==> config.mk <==
export PLATFORM = sky130hd
export DESIGN_NAME = tlae_seq
export DESIGN_NICKNAME = d
export VERILOG_FILES = /design/src/rtl/tlae_pkg.sv /design/src/rtl/tlae_seq.sv
export SDC_FILE = /design/constraint.sdc
export NUM_CORES = 1
export LEC_CHECK = 0
export ABC_AREA = 0
export BUFFER_PORTS_ARGS = -buffer_cell sky130_fd_sc_hd__buf_4
export CAP_MARGIN = 20
export CORE_MARGIN = 2
export CORE_UTILIZATION = 50
export CTS_BUF_LIST = sky130_fd_sc_hd__clkbuf_8
export DETAILED_ROUTE_END_ITERATION = 12
export HOLD_SLACK_MARGIN = 0.06
export PLACE_DENSITY_LB_ADDON = 0.05
export RECOVER_POWER = 50
export SLEW_MARGIN = 20
export SYNTH_ARGS = -nofsm -noshare
export SYNTH_HDL_FRONTEND = slang
export SYNTH_SLANG_ARGS = --single-unit
==> constraint.sdc <==
create_clock -name clock -period 3.2 [get_ports clock]
set_input_delay 0.16 -clock clock [delete_from_list [all_inputs] [get_ports clock]]
set_output_delay 0.16 -clock clock [all_outputs]
set_load 0.01 [all_outputs]
==> src/rtl/tlae_pkg.sv <==
// Shared constants, types and codes for the two-level ANF evaluator.
package tlae_pkg;

   // Key, polynomial and table sizes
   localparam int KEY_BITS   = 80;
   localparam int POLY_COUNT = 64;
   localparam int MONO_DEPTH = 1024;
   localparam int LINE_DEPTH = 256;

   // Fixed field widths of the item layout
   localparam int LOW_W   = 64;
   localparam int HIGH_W  = 16;
   localparam int OWNER_W = 6;
   localparam int SEL_W   = 64;
   localparam int KEY_W   = LOW_W + HIGH_W;

   localparam int REQ_DATA_W = 152;
   localparam int RSP_DATA_W = 72;

   // Fill counts hold the depth itself; addresses hold depth - 1
   localparam int MONO_FW = $clog2(MONO_DEPTH + 1);
   localparam int LINE_FW = $clog2(LINE_DEPTH + 1);
   localparam int MONO_AW = (MONO_DEPTH > 1) ? $clog2(MONO_DEPTH) : 1;
   localparam int LINE_AW = (LINE_DEPTH > 1) ? $clog2(LINE_DEPTH) : 1;
   localparam int FILL_W  = (MONO_FW > LINE_FW) ? MONO_FW : LINE_FW;

   // Key variables kept in the upper field
   localparam int HIGH_KEEP = ((KEY_BITS - LOW_W) >= HIGH_W) ? HIGH_W : (KEY_BITS - LOW_W);
   localparam logic [HIGH_W-1:0] HIGH_MASK =
      HIGH_W'((17'd1 << HIGH_KEEP) - 17'd1);
   localparam logic [SEL_W-1:0] POLY_RANGE =
      SEL_W'((65'd1 << POLY_COUNT) - 65'd1);

   typedef enum logic [1:0] {
      OP_CLEAR = 2'd0,
      OP_MONO  = 2'd1,
      OP_LINE  = 2'd2,
      OP_EVAL  = 2'd3
   } op_type;

   typedef enum logic [1:0] {
      ST_OK   = 2'd0,
      ST_FULL = 2'd1,
      ST_DONE = 2'd2
   } status_type;

   typedef enum logic [2:0] {
      S_IDLE,
      S_MONO_RD,
      S_MONO_LAST,
      S_LINE_RD,
      S_LINE_LAST,
      S_FINISH
   } state_type;

   typedef struct packed {
      logic [OWNER_W-1:0] owner;
      logic [HIGH_W-1:0]  high;
      logic [LOW_W-1:0]   low;
   } mono_word_type;

   // Sequencer to datapath controls
   typedef struct packed {
      logic              accept;
      logic              drop;
      logic              mono_we;
      logic              line_we;
      logic              mono_re;
      logic              line_re;
      logic [FILL_W-1:0] addr;
      logic              mono_chk;
      logic              line_chk;
      logic              eval_start;
      logic              eval_done;
   } ctl_type;

endpackage

==> src/rtl/tlae_seq.sv <==
// Sequencer: table fill counts, walk counter and evaluation phases.
module tlae_seq
   import tlae_pkg::*;
(
   input  logic    clock,
   input  logic    reset,
   input  logic    req_tvalid,
   input  op_type  req_op,
   input  logic    rsp_free,
   output logic    req_tready,
   output ctl_type ctl
);

   state_type         state_ff, state_in;
   logic [MONO_FW-1:0] mono_fill_ff, mono_fill_in;
   logic [LINE_FW-1:0] line_fill_ff, line_fill_in;
   logic [FILL_W-1:0]  cnt_ff, cnt_in;
   logic               mono_chk_ff, line_chk_ff;
   logic               accept;

   always_ff @(posedge clock) begin
      if (reset) begin
         state_ff     <= S_IDLE;
         mono_fill_ff <= '0;
         line_fill_ff <= '0;
         cnt_ff       <= '0;
         mono_chk_ff  <= 1'b0;
         line_chk_ff  <= 1'b0;
      end else begin
         state_ff     <= state_in;
         mono_fill_ff <= mono_fill_in;
         line_fill_ff <= line_fill_in;
         cnt_ff       <= cnt_in;
         mono_chk_ff  <= ctl.mono_re;
         line_chk_ff  <= ctl.line_re;
      end
   end

   assign req_tready = (state_ff == S_IDLE) && rsp_free;
   assign accept     = req_tvalid && req_tready;

   always_comb begin
      state_in       = state_ff;
      mono_fill_in   = mono_fill_ff;
      line_fill_in   = line_fill_ff;
      cnt_in         = cnt_ff;
      ctl            = '0;
      ctl.accept     = accept;
      ctl.mono_chk   = mono_chk_ff;
      ctl.line_chk   = line_chk_ff;
      ctl.addr       = cnt_ff;

      unique case (state_ff)
         S_IDLE: begin
            if (accept) begin
               unique case (req_op)
                  OP_CLEAR: begin
                     mono_fill_in = '0;
                     line_fill_in = '0;
                  end
                  OP_MONO: begin
                     ctl.addr = FILL_W'(mono_fill_ff);
                     if (mono_fill_ff == MONO_FW'(MONO_DEPTH)) begin
                        ctl.drop = 1'b1;
                     end else begin
                        ctl.mono_we  = 1'b1;
                        mono_fill_in = mono_fill_ff + MONO_FW'(1);
                     end
                  end
                  OP_LINE: begin
                     ctl.addr = FILL_W'(line_fill_ff);
                     if (line_fill_ff == LINE_FW'(LINE_DEPTH)) begin
                        ctl.drop = 1'b1;
                     end else begin
                        ctl.line_we  = 1'b1;
                        line_fill_in = line_fill_ff + LINE_FW'(1);
                     end
                  end
                  OP_EVAL: begin
                     ctl.eval_start = 1'b1;
                     cnt_in         = '0;
                     if (mono_fill_ff != '0) begin
                        state_in = S_MONO_RD;
                     end else if (line_fill_ff != '0) begin
                        state_in = S_LINE_RD;
                     end else begin
                        state_in = S_FINISH;
                     end
                  end
               endcase
            end
         end
         S_MONO_RD: begin
            ctl.mono_re = 1'b1;
            if ((cnt_ff + FILL_W'(1)) == FILL_W'(mono_fill_ff)) begin
               cnt_in   = '0;
               state_in = S_MONO_LAST;
            end else begin
               cnt_in = cnt_ff + FILL_W'(1);
            end
         end
         S_MONO_LAST: begin
            // last monomial compare lands here; polynomial bits settle after it
            if (line_fill_ff != '0) begin
               state_in = S_LINE_RD;
            end else begin
               state_in = S_FINISH;
            end
         end
         S_LINE_RD: begin
            ctl.line_re = 1'b1;
            if ((cnt_ff + FILL_W'(1)) == FILL_W'(line_fill_ff)) begin
               cnt_in   = '0;
               state_in = S_LINE_LAST;
            end else begin
               cnt_in = cnt_ff + FILL_W'(1);
            end
         end
         S_LINE_LAST: begin
            state_in = S_FINISH;
         end
         S_FINISH: begin
            if (rsp_free) begin
               ctl.eval_done = 1'b1;
               state_in      = S_IDLE;
            end
         end
         default: begin
            state_in = S_IDLE;
         end
      endcase
   end

   // Fill counts never pass the table depth
   assert property (@(posedge clock) disable iff (reset)
      (mono_fill_ff <= MONO_FW'(MONO_DEPTH)) && (line_fill_ff <= LINE_FW'(LINE_DEPTH)))
      else $error("fill count beyond table depth");

   // Walk reads only written monomial entries
   assert property (@(posedge clock) disable iff (reset)
      ctl.mono_re |-> (cnt_ff < FILL_W'(mono_fill_ff)))
      else $error("monomial read beyond fill");

   // Walk reads only written line entries
   assert property (@(posedge clock) disable iff (reset)
      ctl.line_re |-> (cnt_ff < FILL_W'(line_fill_ff)))
      else $error("line read beyond fill");

   // An accepted evaluation leaves idle and holds off the input
   assert property (@(posedge clock) disable iff (reset)
      ctl.eval_start |=> (state_ff != S_IDLE) && !req_tready)
      else $error("evaluation did not start");

   // Compare strobes of both phases never overlap
   assert property (@(posedge clock) disable iff (reset)
      !(mono_chk_ff && line_chk_ff))
      else $error("monomial and line compares overlap");

endmodule

==> results of run 1 <==
per-stage QoR:
step	instance area [µm²]	worst slack, ns	hold WS, ns	std cells	util, %
finish	3150	0.333	0.140	461	56.1
global route	3150	0.0953	0.140	461	56.1
CTS	3180	0.271	0.133	461	56.6
detailed placement	3080	0.283	0.448	454	54.9
global placement	3080	0.413	0.444	454	54.9
floorplan	2950	0.931	0.378	387	-
metal layers:
metal / wire length, µm / track usage (%) / vias up
li1: - / - / 1398
met1: 3820 / 38.7 / 1330
met2: 3720 / 41.2 / 153
met3: 667 / 4.89 / 19
met4: 141 / 7.29 / 0
met5: 0 / 0 / -
final cells by class:
| class | count | area share, % |
|---|---|---|
| sequential | 36 | 22.9 |
| multi-input combinational | 294 | 62.2 |
| tap | 72 | 2.86 |
| inverter | 20 | 2.39 |
| clock buffer | 7 | 3.06 |
| timing repair buffer | 32 | 6.56 |
power by group through the flow:
stage	Combinational (mW)	Clock (mW)	Sequential, mW
2_1_floorplan	0.135	0	0.470
3_3_place_gp	0.178	0	0.479
3_5_place_dp	0.178	0	0.480
4_1_cts	0.179	0.371	0.469
5_1_grt	0.193	0.386	0.472
6_report	0.177	0.369	0.469
worst paths after layout:
kind / from / to / slack [ns] / cells after the start
hold / removal: reset / mono_fill_ff[0] / 0.14 / 2
setup reg to reg: cnt_ff[1] / state_ff[1] / 0.33 / 8
hold reg to reg: cnt_ff[10] / cnt_ff[10] / 0.57 / 1
setup / recovery: cnt_ff[1] / state_ff[1] / 0.33 / 8
synth_stat cells (3+ instances only):
cell type and instances:
a41oi_1 4, a21oi_1 21, buf_4 8, xnor2_1 17
inv_1 18, a31oi_1 5, a22oi_1 6, nand4_2 3
dfxtp_1 36, ha_1 9, and2_1 5, nand2_1 35
a221oi_1 3, nand4_1 15, and3_1 5, o221ai_1 4
or3_1 9, xor2_1 15, nor2b_1 4, clkbuf_1 17
o21ai_1 6, a211oi_1 4, nor3b_1 3, nor2_1 31
nor3_1 9, o21ai_0 19, o211ai_1 3, buf_2 8
nand4b_1 4, nor4_1 4, nand3_1 13
logic make-up after synthesis:
logic type | after synthesis | synth area share, %
compound gates | 93 | 22.5
buf+inv | 57 | 9.21
simple gates | 158 | 29.9
xor+xnor | 32 | 9.51
mux | 2 | 0.679
flops | 36 | 24.5
fa+ha+maj | 9 | 3.82
repair_timing:
item | CTS | global route
endpoints found under the setup margin | 0 | 2
gates resized for setup | 0 | 1
hold buffers | 0 | 0
registers in the layout, indices dropped and copies added (netlist names):
signal	count
cnt_ff	11
line_chk_ff	1
line_fill_ff	9
mono_chk_ff	1
mono_fill_ff	11
state_ff	3
==> flow_metrics.tcl, run 1 <==
set metrics [dict create \
    io_buffers 27 \
    first_iter_violations 306 \
    grt_pass1_wl_um 13300 \
    status "completed" \
    wl_per_cell_um 18.1 \
    multi_input_area_um2 1960 \
    crit_path_top_delay_cell "dfxtp_1" \
    synth.distinct_cells 63 \
    routed_wl_um 8340 \
    diodes 0 \
    pwr-share-clk_pct 36.4 \
    syn_nets 402 \
    cts.sinks 36 \
    layout_commonest_cell "dfxtp_1" \
    antenna_found_initial 0 \
    pwr-share-seq_pct 46.2 \
    vias_per_cell 6.29 \
    grt_max_degree 24 \
    combPwrFrac_pct 17.5 \
    synthTopCellsByArea "dfxtp_1, xnor2_1, nand2_1, xor2_1, nor2_1" \
    synthesis.area_um2 2950 \
    num_io_pins 28 \
    yosysSeqAreaShare_pct 24.5 \
    critical_path_arrival_ns 3.06 \
    p_sw_mw 0.304 \
    fillerInstances 555 \
    synth-async-reset-ratio_pct 0 \
    die_width_um 80.8 \
    synth_edf_count 0 \
    cts_setup_buffers 0 \
    cp_top_family "simple AND/OR/NAND/NOR gates" \
    drive_above_1_share_pct 11.8 \
    drv_cap 0 \
    relSlewSlack_pct 26.5 \
    start_util_pct 52.5 \
    cts_tree "done" \
    fin_nets 404 \
    insertion_delay_ns 0.30 \
    root_buffer "clkbuf_8" \
    synth_cells 387 \
    avgSynthCellArea_um2 7.61 \
    die_y_um 80.8 \
    fmax_mhz 349 \
    synth_flop_cell "dfxtp_1" \
    setup_viol 0 \
    worstMarginPinSlew_ns 1.09 \
    grt_pass1_vias 2533 \
    grt_remaining_overflow 0 \
    track_usage_pct 26.8 \
    register_area_um2 721 \
    drt_pass1_iterations 5 \
    synth_warnings 0 \
    finalHoldViolCount 0 \
    drc 0 \
    intPower_mw 0.712 \
    min_path_type "in -> reg" \
    cts_buffers 5 \
    cts_htree_levels 2 \
    yosys.area.top_type "dfxtp_1" \
    rows 27 \
    ys_ff_latch 36 \
    maxSlewViolCount 0 \
    clockBufferDepth 2 \
    core_um2 5610 \
    cp-start-kind "register" \
    die_area_um2 6520 \
    crit_chain "ha_2, nand3_4, nor3_2, and3b_1, a2111oi_4, nand4_2, and2_1, o221a_1" \
    slowest_delay_ns 0.45 \
    clock_skew_ns 0.00998 \
    gp_congestion 0.945 \
    synth_top_area_share_pct 24.5 \
    vias 2900 \
    syn_to_final_growth_pct 6.75 \
    power_leakage_nw 1.10 \
    dpl.hpwl_um 6170 \
    clk_pin_slew_worst_paths_ns 0.08 \
    ir_worst_vdd_uv 217 \
    fin_crit_ns 2.87 \
    worstSetupEndpointType "register" \
    rsz0062_at_grt "false" \
    crit_buf_inv 0 \
    power_mw 1.02 \
    crit_type "reg -> reg" \
    netSwitchingFraction_pct 30.0 \
    powerDensity_nw_per_um2 323 \
    fin_tns_setup_ns 0 \
    cp_max_fo 12 \
    crit_required_ns 3.40 \
    period_share_pct 89.6 \
    mostFrequentLayoutCells "dfxtp_1, nand2_1, nor2_1" \
    ant_nets 0 \
]
No activity file was read; power rests on OpenSTA's default activity.
==> inputs of run 2 (changes only) <==
--- a/config.mk
+++ b/config.mk
@@ -7,13 +7,13 @@
 export LEC_CHECK = 0
 export ABC_AREA = 0
 export BUFFER_PORTS_ARGS = -buffer_cell sky130_fd_sc_hd__buf_4
-export CAP_MARGIN = 20
+export CAP_MARGIN = 5
 export CORE_MARGIN = 2
 export CORE_UTILIZATION = 50
 export CTS_BUF_LIST = sky130_fd_sc_hd__clkbuf_8
 export DETAILED_ROUTE_END_ITERATION = 12
 export HOLD_SLACK_MARGIN = 0.06
-export PLACE_DENSITY_LB_ADDON = 0.05
+export PLACE_DENSITY_LB_ADDON = 0.08
 export RECOVER_POWER = 50
 export SLEW_MARGIN = 20
 export SYNTH_ARGS = -nofsm -noshare
==> run 2 against run 1 <==
Against the previous run: fmax down 6.1%; routed wire length is 0.72% higher; worst setup slack got worse by 0.19 ns; sequential share of layout area stayed put; clock skew barely moved; final cell count unchanged; sequential cell count did not move; core utilization did not move; clock-buffer cell count shrank 2; register-to-register slack got worse by 0.19 ns; combinational power about the same; sequential power barely moved; largest power group unchanged.
==> flow_metrics.tcl, run 2 (synthesis results as in run 1) <==
set metrics [dict create \
    gp_congestion 0.927 \
    core_um2 5610 \
    start_util_pct 52.5 \
    insertion_delay_ns 0.30 \
    power_leakage_nw 1.10 \
    layout_commonest_cell "dfxtp_1" \
    cts_resized 0 \
    period_share_pct 95.4 \
    final_area_um2 3150 \
    rsz0062_at_grt "false" \
    fmax_mhz 328 \
    track_usage_pct 26.7 \
    combPwrFrac_pct 16.9 \
    vias 2861 \
    cts_htree_levels 2 \
    powerDensity_nw_per_um2 337 \
    clock_skew_ns 0.00975 \
    hp-start "reset" \
    syn_to_final_growth_pct 6.75 \
    relSlewSlack_pct 45.6 \
    first_iter_violations 230 \
    grt_pass1_vias 2572 \
    setup_viol 0 \
    cts_setup_buffers 0 \
    worstMarginPinSlew_ns 0.808 \
    drt_pass1_iterations 5 \
    fillerInstances 587 \
    pwr-share-seq_pct 44.2 \
    fin_tns_setup_ns 0 \
    grt_pass1_wl_um 13300 \
    drv_cap 0 \
    holdWs_ns 0.133 \
    finalHoldViolCount 0 \
    crit_required_ns 3.39 \
    clockBufferDepth 2 \
    setup_slack_ns 0.148 \
    cts.sinks 36 \
    cts_buffers 5 \
    cp_max_fo 12 \
    final_cells 461 \
    min_path_type "in -> reg" \
    num_io_pins 28 \
    pwr-share-clk_pct 38.9 \
    fin_nets 403 \
    routed_wl_um 8400 \
    cts_tree "done" \
    crit_buf_inv 1 \
    status "completed" \
    holdBufCountCts 0 \
    intPower_mw 0.751 \
    crit_path_top_delay_cell "ha_1" \
    root_buffer "clkbuf_8" \
    fin_crit_ns 3.05 \
    mostFrequentLayoutCells "dfxtp_1, nand2_1, nor2_1" \
    post-place-ws_ns 0.239 \
    crit_type "reg -> reg" \
    critical_path_arrival_ns 3.25 \
    worstSetupEndpointType "register" \
    slowest_delay_ns 0.48 \
    netSwitchingFraction_pct 29.2 \
    r2r-start "cnt_ff[1]" \
    p_sw_mw 0.310 \
    power_mw 1.06 \
    dpl.hpwl_um 6290 \
    cp_top_family "compound AO/OA/AOI/OAI gates" \
    wl_per_cell_um 18.2 \
    crit_chain "ha_1, inv_1, a2111oi_0, o21ai_1, a21oi_1, a41oi_2, and2_1, o221a_1" \
    drive_above_1_share_pct 11.3 \
    antenna_found_initial 0 \
    io_buffers 27 \
    grt_max_degree 24 \
    maxSlewViolCount 0 \
    place_area_um2 3070 \
    die_width_um 80.8 \
    drc 0 \
    reg_top3 "cnt_ff (11), mono_fill_ff (11), line_fill_ff (9)" \
    clk_pin_slew_worst_paths_ns 0.09 \
    diodes 0 \
    rows 27 \
    cp-startpoint "cnt_ff[1]" \
    die_area_um2 6520 \
    utilization_pct 56.1 \
    vias_per_cell 6.21 \
    ant_nets 0 \
    ir_worst_vdd_uv 224 \
    die_y_um 80.8 \
    cp-start-kind "register" \
    grt_remaining_overflow 0 \
    dp.cells 453 \
]
run 2: changes by cell type in the layout (fill, tap and decap cells not counted), sizes merged:
cell / delta
bufinv: +1
clkinv: +1
clkbuf: -2
buf: -1
clkinvlp: +1
run 2: layout make-up:
class / count / area [µm²] / area share [%]
multi-input cells: 294 / 1950 / 62.0
flip-flops and latches: 36 / 721 / 22.9
repair buffers: 31 / 199 / 6.32
well taps: 72 / 90.1 / 2.86
inverters: 20 / 75.1 / 2.39
clock buffers: 5 / 68.8 / 2.19
clock inverters: 3 / 42.5 / 1.35
run 2: worst paths after layout:
check | to | slack [ns] | cells after the start
hold reg to reg | cnt_ff[10] | 0.57 | 1
hold / removal | state_ff[0] | 0.13 | 2
setup reg to reg | state_ff[1] | 0.15 | 8
setup / recovery | state_ff[1] | 0.15 | 8
run 2: power by group through the flow:
stage	Combinational [mW]	Sequential, mW	Clock (mW)
3_5_place_dp	0.183	0.479	0
3_3_place_gp	0.180	0.479	0
4_1_cts	0.183	0.469	0.423
6_report	0.180	0.469	0.412
5_1_grt	0.198	0.471	0.434
2_1_floorplan	0.135	0.470	0
run 2: metal layers:
metal  track usage (%)  vias to the layer above  wire length [µm]
met4              8.31                        0               146
li1                  -                     1397                 -
met3              4.00                       13               600
met5                 0                        -                 0
met2              40.9                      116              3760
met1              38.6                     1335              3890
==> inputs of run 3 (changes only) <==
--- a/config.mk
+++ b/config.mk
@@ -12,6 +12,7 @@
 export CORE_UTILIZATION = 50
 export CTS_BUF_LIST = sky130_fd_sc_hd__clkbuf_8
 export DETAILED_ROUTE_END_ITERATION = 12
+export GPL_TIMING_DRIVEN = 0
 export HOLD_SLACK_MARGIN = 0.06
 export PLACE_DENSITY_LB_ADDON = 0.08
 export RECOVER_POWER = 50
==> run 3 against run 2 <==
Against the previous run: critical path depth did not move; hold slack improved by 0.095 ns; critical path type is now reg -> out; via count rose by 6.0%; clock-buffer cell count did not move; worst setup slack improved by 0.17 ns; non-clock buffer count rose by 33; highest routed layer unchanged; first-iteration DRC count rose by 31%; clock power fell by 22%; clock skew fell by 0.0022 ns.
==> flow_metrics.tcl, run 3 (synthesis results as in run 1) <==
set metrics [dict create \
    status "completed" \
    num_io_pins 28 \
    drv_cap 0 \
    worstMarginPinSlew_ns 1.13 \
    grt_max_degree 11 \
    register_area_um2 721 \
    drt_pass1_iterations 5 \
    cts_htree_levels 2 \
    ir_worst_vdd_uv 195 \
    cts_setup_buffers 0 \
    antenna_found_initial 0 \
    drive_above_1_share_pct 13.8 \
    finalHoldViolCount 0 \
    min_path_type "in -> reg" \
    dpl.hpwl_um 6370 \
    reg_top3 "cnt_ff (11), mono_fill_ff (11), line_fill_ff (9)" \
    cts_tree "done" \
    insertion_delay_ns 0.29 \
    cts_buffers 5 \
    worstSetupEndpointType "output port" \
    rows 27 \
    diodes 0 \
    fillerInstances 594 \
    clock_skew_ns 0.00756 \
    routed_wl_um 8540 \
    cp-start-kind "register" \
    track_usage_pct 26.6 \
    wl_per_cell_um 17.3 \
    final_area_um2 3280 \
    layout_commonest_cell "dfxtp_1" \
    setup_slack_ns 0.318 \
    vias_per_cell 6.15 \
    root_buffer "clkbuf_8" \
    powerDensity_nw_per_um2 299 \
    grt_remaining_overflow 0 \
    fin_nets 436 \
    crit_type "reg -> out" \
    grt_pass1_vias 2665 \
    ant_nets 0 \
    die_width_um 80.8 \
    vias 3032 \
    gp_congestion 0.881 \
    mostFrequentLayoutCells "dfxtp_1, nand2_1, nor2_1" \
    clockBufferDepth 2 \
    power_mw 0.980 \
    core_um2 5610 \
    cts_resized 0 \
    period_share_pct 90.1 \
    die_y_um 80.8 \
    grt_pass1_wl_um 13300 \
    holdBufCountCts 0 \
    drc 0 \
    syn_to_final_growth_pct 11.3 \
    place_area_um2 3240 \
    fmax_mhz 347 \
    multi_input_area_um2 1950 \
    rsz0062_at_grt "false" \
    cp_max_fo 10 \
    die_area_um2 6520 \
    power_leakage_nw 1.19 \
    crit_required_ns 3.04 \
    maxSlewViolCount 0 \
    start_util_pct 52.5 \
    clk_pin_slew_worst_paths_ns 0.07 \
    setup_viol 0 \
    io_buffers 27 \
    fin_tns_setup_ns 0 \
    cts.sinks 36 \
    post-place-ws_ns 0.524 \
    critical_path_arrival_ns 2.72 \
    fin_crit_ns 2.88 \
    relSlewSlack_pct 23.7 \
    first_iter_violations 301 \
]
[run 3: cell types whose count changed in the layout (fill, tap and decap cells not counted), moves of 2 or more]
cell,delta
buf_2,+7
clkbuf_1,+17
clkbuf_2,+2
buf_6,+2
buf_4,+4
[run 3: final cells by class]
class / instances / share of cell area [%]
plain buffers: 37 / 5.95
inverters: 20 / 2.29
clock buffers: 5 / 2.10
flip-flops and latches: 36 / 22.0
repair buffers: 27 / 5.26
well taps: 72 / 2.75
clock inverters: 2 / 0.267
multi-input cells: 294 / 59.4
[run 3: routing by layer]
layer	vias up	global-route usage [%]	share of wire, %
met2	143	41.4	45
li1	1459	-	-
met4	0	8.14	1.2
met5	-	0	0
met3	10	4.56	7.2
met1	1420	37.6	47
[run 3: critical path, stage by stage (launching register included)]
cell and delay (ns):
dfxtp_1 0.30, clkbuf_1 0.18, nor3_1 0.52, nand3_1 0.30, clkinv_1 0.25, nand2_1 0.19
clkbuf_1 0.25, o21ai_0 0.28, buf_4 0.17
[run 3: path summary, 6_finish.rpt]
path | start | end | slack [ns] | depth (start not counted)
hold / removal | rsp_free | state_ff[2] | 0.23 | 4
setup / recovery | state_ff[0] | ctl[6] | 0.32 | 8
hold reg to reg | cnt_ff[10] | cnt_ff[10] | 0.57 | 1
setup reg to reg | state_ff[0] | mono_fill_ff[2] | 0.43 | 7
[run 3: metrics by stage]
stage | cells | hold WS (ns) | utilization (%)
2_1_floorplan | 387 | 0.378 | -
3_5_place_dp | 486 | 0.533 | 57.8
5_1_grt | 493 | 0.247 | 58.5
6_report | 493 | 0.229 | 58.5
4_1_cts | 493 | 0.226 | 59.1
3_3_place_gp | 486 | 0.515 | 57.8
[run 3: power by group]
part | internal [mW] | switching (mW)
registers | 0.455 | 0.00569
logic | 0.0698 | 0.128
clock network | 0.145 | 0.175
total | 0.670 | 0.309
